File: config.mk
export PLATFORM = sky130hd
export DESIGN_NAME = spring_chain_euler_step
export DESIGN_NICKNAME = d
export VERILOG_FILES = /design/src/rtl/sce_pkg.sv /design/src/rtl/sce_front.sv /design/src/rtl/sce_queue.sv /design/src/rtl/sce_back.sv /design/src/rtl/spring_chain_euler_step.sv
export SDC_FILE = /design/constraint.sdc
export NUM_CORES = 2
export LEC_CHECK = 0
export BUFFER_PORTS_ARGS = -buffer_cell sky130_fd_sc_hd__buf_2
export CAP_MARGIN = 15
export CORE_MARGIN = 8
export CORE_UTILIZATION = 40
export CTS_BUF_LIST = sky130_fd_sc_hd__clkbuf_16
export DETAILED_ROUTE_END_ITERATION = 8
export PLACE_DENSITY = 0.63
export SLEW_MARGIN = 20
export SYNTH_ARGS = -nofsm -noshare
export SYNTH_HDL_FRONTEND = slang
export SYNTH_SLANG_ARGS = --single-unit
export TNS_END_PERCENT = 1
File: constraint.sdc
create_clock -name clk -period 8.7 [get_ports clk]
set_input_delay 0.87 -clock clk [delete_from_list [all_inputs] [get_ports clk]]
set_output_delay 0.87 -clock clk [all_outputs]
set_load 0.01 [all_outputs]
File: src/rtl/sce_pkg.sv
`timescale 1ns / 1ps
// Shared types and constants for the spring chain Euler step block.
// Depends on nothing; every other file imports it.
package sce_pkg;

    localparam int WORD_W      = 32;
    localparam int COEF_W      = 16;
    localparam int CFG_INDEX_W = 2;

    // Work queue between the front and back ends; depth is a power of two.
    localparam int QUEUE_DEPTH = 2;
    localparam int QUEUE_AW    = $clog2(QUEUE_DEPTH);

    // Configuration register indexes and reset values.
    localparam logic [CFG_INDEX_W-1:0] CFG_GAIN = 2'd0;
    localparam logic [CFG_INDEX_W-1:0] CFG_STEP = 2'd1;
    localparam logic [COEF_W-1:0] GAIN_RESET = 16'd262;
    localparam logic [COEF_W-1:0] STEP_RESET = 16'd1311;

    // What the first result of a queued job is.
    localparam logic [1:0] KIND_NONE     = 2'd0;
    localparam logic [1:0] KIND_EDGE     = 2'd1;
    localparam logic [1:0] KIND_INTERIOR = 2'd2;

    typedef struct packed {
        logic signed [WORD_W-1:0] position;
        logic signed [WORD_W-1:0] velocity;
        logic                     chain_end;
    } mass_t;

    typedef struct packed {
        logic signed [WORD_W-1:0] new_position;
        logic signed [WORD_W-1:0] new_velocity;
        logic                     last_of_chain;
        logic                     saturated;
    } result_t;

    typedef struct packed {
        logic [COEF_W-1:0] velocity_gain;
        logic [COEF_W-1:0] time_step;
    } cfg_t;

    typedef struct packed {
        logic signed [WORD_W-1:0] older;
        logic signed [WORD_W-1:0] held;
        logic signed [WORD_W-1:0] held_velocity;
        logic signed [WORD_W-1:0] position;
        logic [1:0]               kind;
        logic                     second_end;
    } work_t;

endpackage

File: src/rtl/sce_front.sv
`timescale 1ns / 1ps
// Front end: takes mass words, keeps the two-deep position delay line and
// turns each word into a job for the work queue. Depends on sce_pkg.
module sce_front
    import sce_pkg::*;
(
    input  logic  clk,
    input  logic  rst_n,
    input  mass_t item,
    input  logic  item_valid,
    output logic  item_stall,
    input  logic  queue_full,
    output logic  push,
    output work_t work
);

    localparam logic [1:0] MS_START    = 2'd0;
    localparam logic [1:0] MS_FIRST    = 2'd1;
    localparam logic [1:0] MS_INTERIOR = 2'd2;

    logic [1:0]               seen_reg, seen_next;
    logic signed [WORD_W-1:0] older_reg, older_next;
    logic signed [WORD_W-1:0] held_pos_reg, held_pos_next;
    logic signed [WORD_W-1:0] held_vel_reg, held_vel_next;
    logic                     accept;

    assign item_stall = queue_full;
    assign accept     = item_valid && !queue_full;

    always_comb
    begin
        seen_next       = seen_reg;
        older_next      = older_reg;
        held_pos_next   = held_pos_reg;
        held_vel_next   = held_vel_reg;
        push            = 1'b0;
        work.older         = older_reg;
        work.held          = held_pos_reg;
        work.held_velocity = held_vel_reg;
        work.position      = item.position;
        work.kind          = KIND_NONE;
        work.second_end    = item.chain_end;
        if (accept)
        begin
            case (seen_reg)
                MS_START:
                begin
                    if (item.chain_end)
                    begin
                        // A chain of one mass goes out at once.
                        push = 1'b1;
                    end
                    else
                    begin
                        held_pos_next = item.position;
                        held_vel_next = item.velocity;
                        seen_next     = MS_FIRST;
                    end
                end
                default:
                begin
                    push      = 1'b1;
                    work.kind = (seen_reg == MS_FIRST) ? KIND_EDGE : KIND_INTERIOR;
                    if (item.chain_end)
                    begin
                        seen_next = MS_START;
                    end
                    else
                    begin
                        older_next    = held_pos_reg;
                        held_pos_next = item.position;
                        held_vel_next = item.velocity;
                        seen_next     = MS_INTERIOR;
                    end
                end
            endcase
        end
    end

    always_ff @(posedge clk or negedge rst_n)
    begin
        if (!rst_n)
        begin
            seen_reg     <= MS_START;
            older_reg    <= '0;
            held_pos_reg <= '0;
            held_vel_reg <= '0;
        end
        else
        begin
            seen_reg     <= seen_next;
            older_reg    <= older_next;
            held_pos_reg <= held_pos_next;
            held_vel_reg <= held_vel_next;
        end
    end

endmodule

File: src/rtl/sce_queue.sv
`timescale 1ns / 1ps
// Short job queue that decouples the front end from the back end.
// Depends on sce_pkg for the job type and depth.
module sce_queue
    import sce_pkg::*;
(
    input  logic  clk,
    input  logic  rst_n,
    input  logic  push,
    input  work_t push_data,
    input  logic  pop,
    output work_t pop_data,
    output logic  full,
    output logic  empty
);

    work_t               entry_reg [QUEUE_DEPTH];
    logic [QUEUE_AW-1:0] wr_ptr_reg;
    logic [QUEUE_AW-1:0] rd_ptr_reg;
    logic [QUEUE_AW:0]   count_reg;
    logic                do_push;
    logic                do_pop;

    assign full     = (count_reg == (QUEUE_AW + 1)'(QUEUE_DEPTH));
    assign empty    = (count_reg == '0);
    assign do_push  = push && !full;
    assign do_pop   = pop && !empty;
    assign pop_data = entry_reg[rd_ptr_reg];

    always_ff @(posedge clk)
    begin
        if (do_push)
        begin
            entry_reg[wr_ptr_reg] <= push_data;
        end
    end

    always_ff @(posedge clk or negedge rst_n)
    begin
        if (!rst_n)
        begin
            wr_ptr_reg <= '0;
            rd_ptr_reg <= '0;
            count_reg  <= '0;
        end
        else
        begin
            if (do_push)
            begin
                wr_ptr_reg <= wr_ptr_reg + 1'b1;
            end
            if (do_pop)
            begin
                rd_ptr_reg <= rd_ptr_reg + 1'b1;
            end
            if (do_push && !do_pop)
            begin
                count_reg <= count_reg + 1'b1;
            end
            else if (do_pop && !do_push)
            begin
                count_reg <= count_reg - 1'b1;
            end
        end
    end

endmodule

File: src/rtl/sce_back.sv
`timescale 1ns / 1ps
// Back end: runs queued jobs through one shared multiplier and a saturating
// adder, and holds the output word register. Depends on sce_pkg.
module sce_back
    import sce_pkg::*;
(
    input  logic    clk,
    input  logic    rst_n,
    input  cfg_t    cfg,
    input  work_t   head,
    input  logic    queue_empty,
    output logic    pop,
    output result_t result,
    output logic    result_valid,
    input  logic    result_stall
);

    localparam logic [2:0] S_IDLE = 3'd0;
    localparam logic [2:0] S_LAP  = 3'd1;
    localparam logic [2:0] S_MUL1 = 3'd2;
    localparam logic [2:0] S_ADD1 = 3'd3;
    localparam logic [2:0] S_MUL2 = 3'd4;
    localparam logic [2:0] S_ADD2 = 3'd5;
    localparam logic [2:0] S_OUT1 = 3'd6;
    localparam logic [2:0] S_OUT2 = 3'd7;

    localparam int LAP_W  = WORD_W + 2;
    localparam int PROD_W = LAP_W + COEF_W + 1;
    localparam int SHR_W  = PROD_W - COEF_W;
    localparam int SUM_W  = SHR_W + 1;

    logic [2:0]               state_reg, state_next;
    work_t                    work_reg, work_next;
    logic signed [LAP_W-1:0]  lap_reg, lap_next;
    logic signed [PROD_W-1:0] prod_reg, prod_next;
    logic signed [WORD_W-1:0] vel_reg, vel_next;
    logic                     sat_reg, sat_next;
    result_t                  res_reg, res_next;
    result_t                  out_reg, out_next;
    logic                     out_valid_reg, out_valid_next;

    logic signed [LAP_W-1:0]  lap_calc;
    logic signed [LAP_W-1:0]  mul_a;
    logic [COEF_W-1:0]        mul_coef;
    logic signed [PROD_W-1:0] prod_calc;
    logic signed [PROD_W-1:0] rounded;
    logic signed [SHR_W-1:0]  shifted;
    logic signed [WORD_W-1:0] add_base;
    logic signed [SUM_W-1:0]  sum_calc;
    logic signed [WORD_W-1:0] clamp_value;
    logic                     clamp_flag;
    logic                     can_load;

    assign result       = out_reg;
    assign result_valid = out_valid_reg;
    assign can_load     = !out_valid_reg || !result_stall;

    // Three-point Laplacian of the held mass, exact in 34 bits.
    assign lap_calc = {{2{work_reg.older[WORD_W-1]}}, work_reg.older}
                    - {work_reg.held[WORD_W-1], work_reg.held, 1'b0}
                    + {{2{work_reg.position[WORD_W-1]}}, work_reg.position};

    assign mul_a     = (state_reg == S_MUL1) ? lap_reg
                                             : {{2{vel_reg[WORD_W-1]}}, vel_reg};
    assign mul_coef  = (state_reg == S_MUL1) ? cfg.velocity_gain : cfg.time_step;
    assign prod_calc = mul_a * $signed({1'b0, mul_coef});

    // Round to nearest with ties upward: add half, then floor shift.
    assign rounded  = prod_reg + (PROD_W)'(32'sd1 <<< (COEF_W - 1));
    assign shifted  = rounded[PROD_W-1:COEF_W];
    assign add_base = (state_reg == S_ADD1) ? work_reg.held_velocity : work_reg.held;
    assign sum_calc = {{(SUM_W - WORD_W){add_base[WORD_W-1]}}, add_base}
                    + {shifted[SHR_W-1], shifted};

    always_comb
    begin
        clamp_flag  = 1'b0;
        clamp_value = sum_calc[WORD_W-1:0];
        if (sum_calc[SUM_W-1] && !(&sum_calc[SUM_W-2:WORD_W-1]))
        begin
            clamp_flag  = 1'b1;
            clamp_value = {1'b1, {(WORD_W - 1){1'b0}}};
        end
        else if (!sum_calc[SUM_W-1] && (|sum_calc[SUM_W-2:WORD_W-1]))
        begin
            clamp_flag  = 1'b1;
            clamp_value = {1'b0, {(WORD_W - 1){1'b1}}};
        end
    end

    always_comb
    begin
        state_next     = state_reg;
        work_next      = work_reg;
        lap_next       = lap_reg;
        prod_next      = prod_reg;
        vel_next       = vel_reg;
        sat_next       = sat_reg;
        res_next       = res_reg;
        out_next       = out_reg;
        out_valid_next = out_valid_reg && result_stall;
        pop            = 1'b0;
        case (state_reg)
            S_IDLE:
            begin
                if (!queue_empty)
                begin
                    pop       = 1'b1;
                    work_next = head;
                    case (head.kind)
                        KIND_INTERIOR:
                        begin
                            state_next = S_LAP;
                        end
                        KIND_EDGE:
                        begin
                            res_next.new_position  = head.held;
                            res_next.new_velocity  = '0;
                            res_next.last_of_chain = 1'b0;
                            res_next.saturated     = 1'b0;
                            state_next             = S_OUT1;
                        end
                        default:
                        begin
                            state_next = S_OUT2;
                        end
                    endcase
                end
            end
            S_LAP:
            begin
                lap_next   = lap_calc;
                state_next = S_MUL1;
            end
            S_MUL1:
            begin
                prod_next  = prod_calc;
                state_next = S_ADD1;
            end
            S_ADD1:
            begin
                vel_next   = clamp_value;
                sat_next   = clamp_flag;
                state_next = S_MUL2;
            end
            S_MUL2:
            begin
                prod_next  = prod_calc;
                state_next = S_ADD2;
            end
            S_ADD2:
            begin
                res_next.new_position  = clamp_value;
                res_next.new_velocity  = vel_reg;
                res_next.last_of_chain = 1'b0;
                res_next.saturated     = sat_reg || clamp_flag;
                state_next             = S_OUT1;
            end
            S_OUT1:
            begin
                if (can_load)
                begin
                    out_next       = res_reg;
                    out_valid_next = 1'b1;
                    state_next     = work_reg.second_end ? S_OUT2 : S_IDLE;
                end
            end
            S_OUT2:
            begin
                if (can_load)
                begin
                    // The last mass of a chain keeps its place and stops.
                    out_next.new_position  = work_reg.position;
                    out_next.new_velocity  = '0;
                    out_next.last_of_chain = 1'b1;
                    out_next.saturated     = 1'b0;
                    out_valid_next         = 1'b1;
                    state_next             = S_IDLE;
                end
            end
            default:
            begin
                state_next = S_IDLE;
            end
        endcase
    end

    always_ff @(posedge clk)
    begin
        work_reg <= work_next;
        lap_reg  <= lap_next;
        prod_reg <= prod_next;
        vel_reg  <= vel_next;
        sat_reg  <= sat_next;
        res_reg  <= res_next;
        out_reg  <= out_next;
    end

    always_ff @(posedge clk or negedge rst_n)
    begin
        if (!rst_n)
        begin
            state_reg     <= S_IDLE;
            out_valid_reg <= 1'b0;
        end
        else
        begin
            state_reg     <= state_next;
            out_valid_reg <= out_valid_next;
        end
    end

endmodule

File: src/rtl/spring_chain_euler_step.sv
`timescale 1ns / 1ps
// Top level of the spring chain Euler step: configuration registers and the
// front end, work queue and back end. Depends on sce_pkg and the sce_ modules.
//
//   channel   signals                               word
//   item      item_valid, item_stall, item          mass_t
//   result    result_valid, result_stall, result    result_t
//   cfg       cfg_valid, cfg_ready, cfg_index       cfg_data (16 bits)
//
// In the back end an interior mass goes through taking the job, the Laplacian,
// two multiply and saturate passes through the single shared multiplier, and
// loading the output register. An end mass goes from taking the job straight
// to the output load, and the word that closes a chain adds a second load.
// The front end takes a word each cycle until the two-entry work queue is full.
// Reset clears the delay line state, the queue, the output valid and sets
// the coefficients to their defaults. A stalled result holds the back end.
module spring_chain_euler_step
    import sce_pkg::*;
(
    input  logic                   clk,
    input  logic                   rst_n,
    input  mass_t                  item,
    input  logic                   item_valid,
    output logic                   item_stall,
    output result_t                result,
    output logic                   result_valid,
    input  logic                   result_stall,
    input  logic                   cfg_valid,
    output logic                   cfg_ready,
    input  logic [CFG_INDEX_W-1:0] cfg_index,
    input  logic [COEF_W-1:0]      cfg_data
);

    cfg_t  cfg_reg;
    work_t push_work;
    work_t head_work;
    logic  push;
    logic  pop;
    logic  queue_full;
    logic  queue_empty;

    assign cfg_ready = 1'b1;

    always_ff @(posedge clk or negedge rst_n)
    begin
        if (!rst_n)
        begin
            cfg_reg.velocity_gain <= GAIN_RESET;
            cfg_reg.time_step     <= STEP_RESET;
        end
        else if (cfg_valid && cfg_ready)
        begin
            case (cfg_index)
                CFG_GAIN: cfg_reg.velocity_gain <= cfg_data;
                CFG_STEP: cfg_reg.time_step     <= cfg_data;
                default:  cfg_reg <= cfg_reg;
            endcase
        end
    end

    sce_front u_front
    (
        .clk        (clk),
        .rst_n      (rst_n),
        .item       (item),
        .item_valid (item_valid),
        .item_stall (item_stall),
        .queue_full (queue_full),
        .push       (push),
        .work       (push_work)
    );

    sce_queue u_queue
    (
        .clk       (clk),
        .rst_n     (rst_n),
        .push      (push),
        .push_data (push_work),
        .pop       (pop),
        .pop_data  (head_work),
        .full      (queue_full),
        .empty     (queue_empty)
    );

    sce_back u_back
    (
        .clk          (clk),
        .rst_n        (rst_n),
        .cfg          (cfg_reg),
        .head         (head_work),
        .queue_empty  (queue_empty),
        .pop          (pop),
        .result       (result),
        .result_valid (result_valid),
        .result_stall (result_stall)
    );

endmodule

After elaboration in Yosys (flattened, before gate mapping)
Memories as Yosys holds them, arrays and structs flattened.
Index checks and enable logic that the tools add are counted.
Widths: inputs -> output; s select.

word-level totals
  register bits after elaboration = 517
  bits in latches = 0
  bits in writable memories = 262
  bits in read-only memories = 0
  output and inout bits = 69
  logic and storage cells = 132
  memories = 1

memories
  name               words  bits a word  read ports  clocked after Yosys merged registers in  write ports  RTL line         text
  u_queue.entry_reg  2      131          1           0                                        1            sce_queue.sv:17  work_t entry_reg [QUEUE_DEPTH];

operators by class
  $add $sub $neg = 8
  $mul = 1
  div/mod/pow operators = 0
  $lt $le $gt $ge = 0
  eq/ne operators = 17
  shift-type cells = 0
  mux-type cells = 36
  bitwise operators = 3
  reductions and logical operators = 38

operators by type and width
  kind                    count
  $mux 66                 4
  $pmux 66 s2             2
  $mux 32                 3
  $add 51x17->51 const B  1
  $mul 34x17->51          1
  $add 32x35->36          1
  $add 34x34->34          1
  $mux 34                 1
  $sub 32x33->34          1
  $pmux 3 s8              1
  $mux 16                 1
  $mux 2                  8
  $eq 3x3->1 const B      4
  $mux 3                  4
  $reduce_and 3->1        4
  $mux 1                  11
  $reduce_and 2->1        5
  $logic_and 1x1->1       8
  $logic_not 1->1         8
  $eq 2x1->1 const B      3
  $eq 3x2->1 const B      2
  $logic_not 2->1         3
  $ne 2x2->1 const B      3
  $pmux 3 s2              1
  other kinds (13)        22

Logic depth before layout (Yosys ltp)
  depth in word-level cells = 9
  mapped depth = 32
  gate-level depth less buffers = 27

By module
Synthesis repeated with hierarchy kept, for this count alone.

second synthesis, totals
  cell total of the unflattened synthesis = 4352
  area, all modules = 51697.1 µm²

modules (own cells, without submodules)
  module                   times used  cells an instance  area each (µm²)
  sce_back                 1           3605               36379.9
  sce_queue                1           427                9980.8
  sce_front                1           250                4100.2
  spring_chain_euler_step  1           70                 1236.2

Least setup slack after synthesis
Ideal clock, no wire load.

  path type = register to register
  from = reg u_back.state_reg[2]
  to = reg u_back.prod_reg[45] (data pin)
  data arrival time = 7.882 ns
  data required time = 8.439 ns
  slack = 0.557 ns
  cell stages (with the launch flop) = 30
  clock period less this slack = 8.143 ns
  cell sequence = dfrtp_1 > clkbuf_1 > inv_1 > and3_1 > clkbuf_1 > buf_1 > clkbuf_1 > clkbuf_1 > mux2i_1 > nor2_1 > fa_1 > inv_1 > fa_1 > fa_1 > inv_1 > fa_1 > fa_1 > inv_1 > fa_1 > inv_1 > ha_1 > a21o_1 > a21o_1 > a21oi_1 > o21ai_0 > o21a_1 > a31o_2 > a31oi_1 > o21ai_0 > a311o_1

between the ends
  word-level cells in the longest chain between the ends = 3
  elaborated cells on any way between the ends = 4
  classes of those cells = 1 x mul; 1 x eq/ne; 2 x mux

RTL lines
  element                                    RTL line                        text
  from (decl)                                sce_back.sv:32                  logic [2:0] state_reg, state_next;
  from (signal assigned)                     sce_back.sv:208                 state_reg <= state_next;
  $eq 3x2->1 *                               sce_back.sv:63, sce_back.sv:65
  $mux 34 / $mux 16 (equally long branches)  sce_back.sv:63, sce_back.sv:65
  $mul 34x17->51 *                           sce_back.sv:66                  assign prod_calc = mul_a * $signed({1'b0, mul_coef});
  named net u_back.prod_calc[45]             sce_back.sv:45                  logic signed [PROD_W-1:0] prod_calc;
  to (signal assigned)                       sce_back.sv:192                 prod_reg <= prod_next;
  to (decl)                                  sce_back.sv:35                  logic signed [PROD_W-1:0] prod_reg, prod_next;

The timed path passes the listed nets; every way through them passes the cells marked *.
A chain may end at the register's enable or synchronous reset.

Final worst setup path
  from = reg u_back.state_reg[2]
  to = reg u_back.prod_reg[43] (data pin)

Same word-level chain as after synthesis.

==> flow_metrics.tcl <==
set metrics [dict create \
    coreArea_um2 128000 \
    synth_top_flop_cell "edfxtp_1" \
    die_h_um 375 \
    rsz0062_at_grt "no" \
    routed_wl_mm 131 \
    area_growth_pct 11.4 \
    critPathSlowestCell "fa_1" \
    grt_pass1_wl_mm 205 \
    cts_tree "yes" \
    pre_cts_ws_ns 0.256 \
    synth_cell_type_count 70 \
    synth_seq_cells 763 \
    rows 131 \
    antenna_found_initial 7 \
    ios 157 \
    clkTransAtPathRegs_ns 0.06 \
    setup_violations 0 \
    status "finished clean" \
    yosysSeqAreaShare_pct 43.2 \
    grt_overflow 0 \
    async_reset_ff_share_pct 18.1 \
    finClkSkew_ns 0.0184 \
    first_iter_violations 2318 \
    crit_path_max_incr_delay_ns 0.60 \
    dp.cells 6142 \
    synth-warning-count 0 \
    place.gp.congestion 0.906 \
    vias_per_cell 5.12 \
    layoutNonFillerInstCount 6292 \
    netlist_instances 4386 \
    antenna_left 0 \
    grt_usage_pct 18.7 \
    syn_nets 5211 \
    clock_sinks 763 \
    layout_common_cells "inv_1 (769), edfxtp_1 (625), fa_1 (548), nand2_1 (533), mux2_2 (319)" \
    arrival_ns 8.66 \
    hpwl_mm 100 \
    hold_path.class "in2async" \
    final_layout_size_suffix_gt1_share_pct 16.3 \
    grt_pass1_vias 34300 \
    fin_crit_ns 8.25 \
    io_buffers 155 \
    die_w_um 375 \
    finalHoldViolations 0 \
    path_common_cell "fa_1" \
    route.vias.total 32200 \
    synth_area_um2 51500 \
    seqCellArea_um2 22200 \
    cts_buffers 78 \
    startpoint_type "flop" \
    drc 0 \
    multi_input_area_um2 25900 \
    relSlewSlack_pct 22.1 \
    worst_pin_slew_ns 1.16 \
    die_area_um2 140000 \
    htree_levels 3 \
    fmax_ghz 0.121 \
    whs_ns 0.301 \
    synth.avg_cell_area_um2 11.7 \
    crit_path_end_kind "flop" \
    routedWlPerCell_um 20.9 \
    maxCapViolCount 0 \
    synth_edf_count 625 \
    grt_start_max_net_pins 82 \
    fin_crit_sh_pct 94.8 \
    crit_type "reg2reg" \
    layout_commonest_cell "inv_1" \
    drt_pass1_iterations 5 \
    maxSlewViolCount 0 \
    tns_ns 0 \
    setup_slack_ns 0.454 \
    required_ns 9.12 \
    fill_cells 11600 \
    start_util_pct 40.3 \
    clockBufferDepth 3 \
    cts_root_buf "clkbuf_16" \
    nNetsFinal 5390 \
    largest_reg_flops 262 \
    cp_max_fo 31 \
    clock_latency_ns 0.68 \
]
-- metal layers --
layer / vias up / track usage [%] / routed length, µm
li1: 14600 / - / -
met3: 215 / 3.00 / 8210
met5: - / 0 / 0
met1: 16300 / 26.6 / 59300
met2: 1067 / 29.7 / 60200
met4: 0 / 5.47 / 3660
-- critical path: cells and delay by family, from the launching register on --
kind / cells / cell delay [ns]
muxes: 1 / 0.47
adders and majority gates: 7 / 3.38
and+or+nand+nor: 6 / 1.12
xor gates and xnor gates: 1 / 0.13
buffers and inverters: 8 / 0.94
DFF: 1 / 0.58
AOI/OAI and AO/OA: 5 / 1.29
-- cell usage after synthesis, types with 76 or more instances --
cell type | n | area [µm²]
nor2_1 | 311 | 1170
dfrtp_1 | 128 | 3200
mux2_2 | 319 | 3590
xnor2_1 | 85 | 744
a21oi_1 | 120 | 601
nand2_1 | 533 | 2000
fa_1 | 548 | 11000
clkbuf_1 | 138 | 518
edfxtp_1 | 625 | 18800
inv_1 | 757 | 2840
and2_1 | 77 | 482
ha_1 | 189 | 2360
o21ai_0 | 76 | 380
-- repair_timing --
item                                    in CTS  in global routing
endpoints found under the setup margin       0                  8
resized for setup                            0                  3
hold buffers                                 0                  0
setup buffers                                0                  3
-- layout make-up --
type | instances | area share (%)
repair buffers | 257 | 2.88
well taps | 1662 | 3.63
multi-input cells | 2708 | 45.2
flip-flops and latches | 763 | 38.8
clock buffers | 80 | 3.49
clock inverters | 64 | 0.978
inverters | 757 | 4.98
diodes | 1 | 0.00437
-- worst paths after layout --
check,start,endpoint,slack (ns),depth (start not counted)
worst max-delay path,u_back.state_reg[2]$_DFFE_PN0P_,u_back.prod_reg[43]$_DFFE_PP_,0.45,28
worst min-delay path,rst_n,u_front.held_vel_reg[30]$_DFFE_PN0P_,0.30,1
worst max register to register,u_back.state_reg[2]$_DFFE_PN0P_,u_back.prod_reg[43]$_DFFE_PP_,0.45,28
worst min register to register,u_front.older_reg[12]$_DFFE_PN0P_,u_queue.entry_reg[0][111]$_DFFE_PP_,0.47,0
max in group asynchronous,rst_n,u_front.older_reg[4]$_DFFE_PN0P_,6.94,2
min in group clk,item[49],u_queue.entry_reg[1][19]$_DFFE_PP_,0.40,1
-- metrics by stage --
stage / instance area, µm² / util, %
2_1_floorplan: 51500 / -
3_3_place_gp: 54700 / 42.8
3_5_place_dp: 54700 / 42.8
4_1_cts: 57200 / 44.8
5_1_grt: 57300 / 44.9
6_report: 57300 / 44.9
-- logic make-up after synthesis --
family	share of synthesized area [%]
and+or+nand+nor	9.00
xor gates and xnor gates	2.36
muxes	7.89
DFF	43.2
adders and majority gates	25.9
AOI/OAI and AO/OA	4.89
other	0.00729
buffers and inverters	6.73
Power is not shown: default switching activity piles up to over one toggle a cycle in this logic, so the estimate is an artifact.
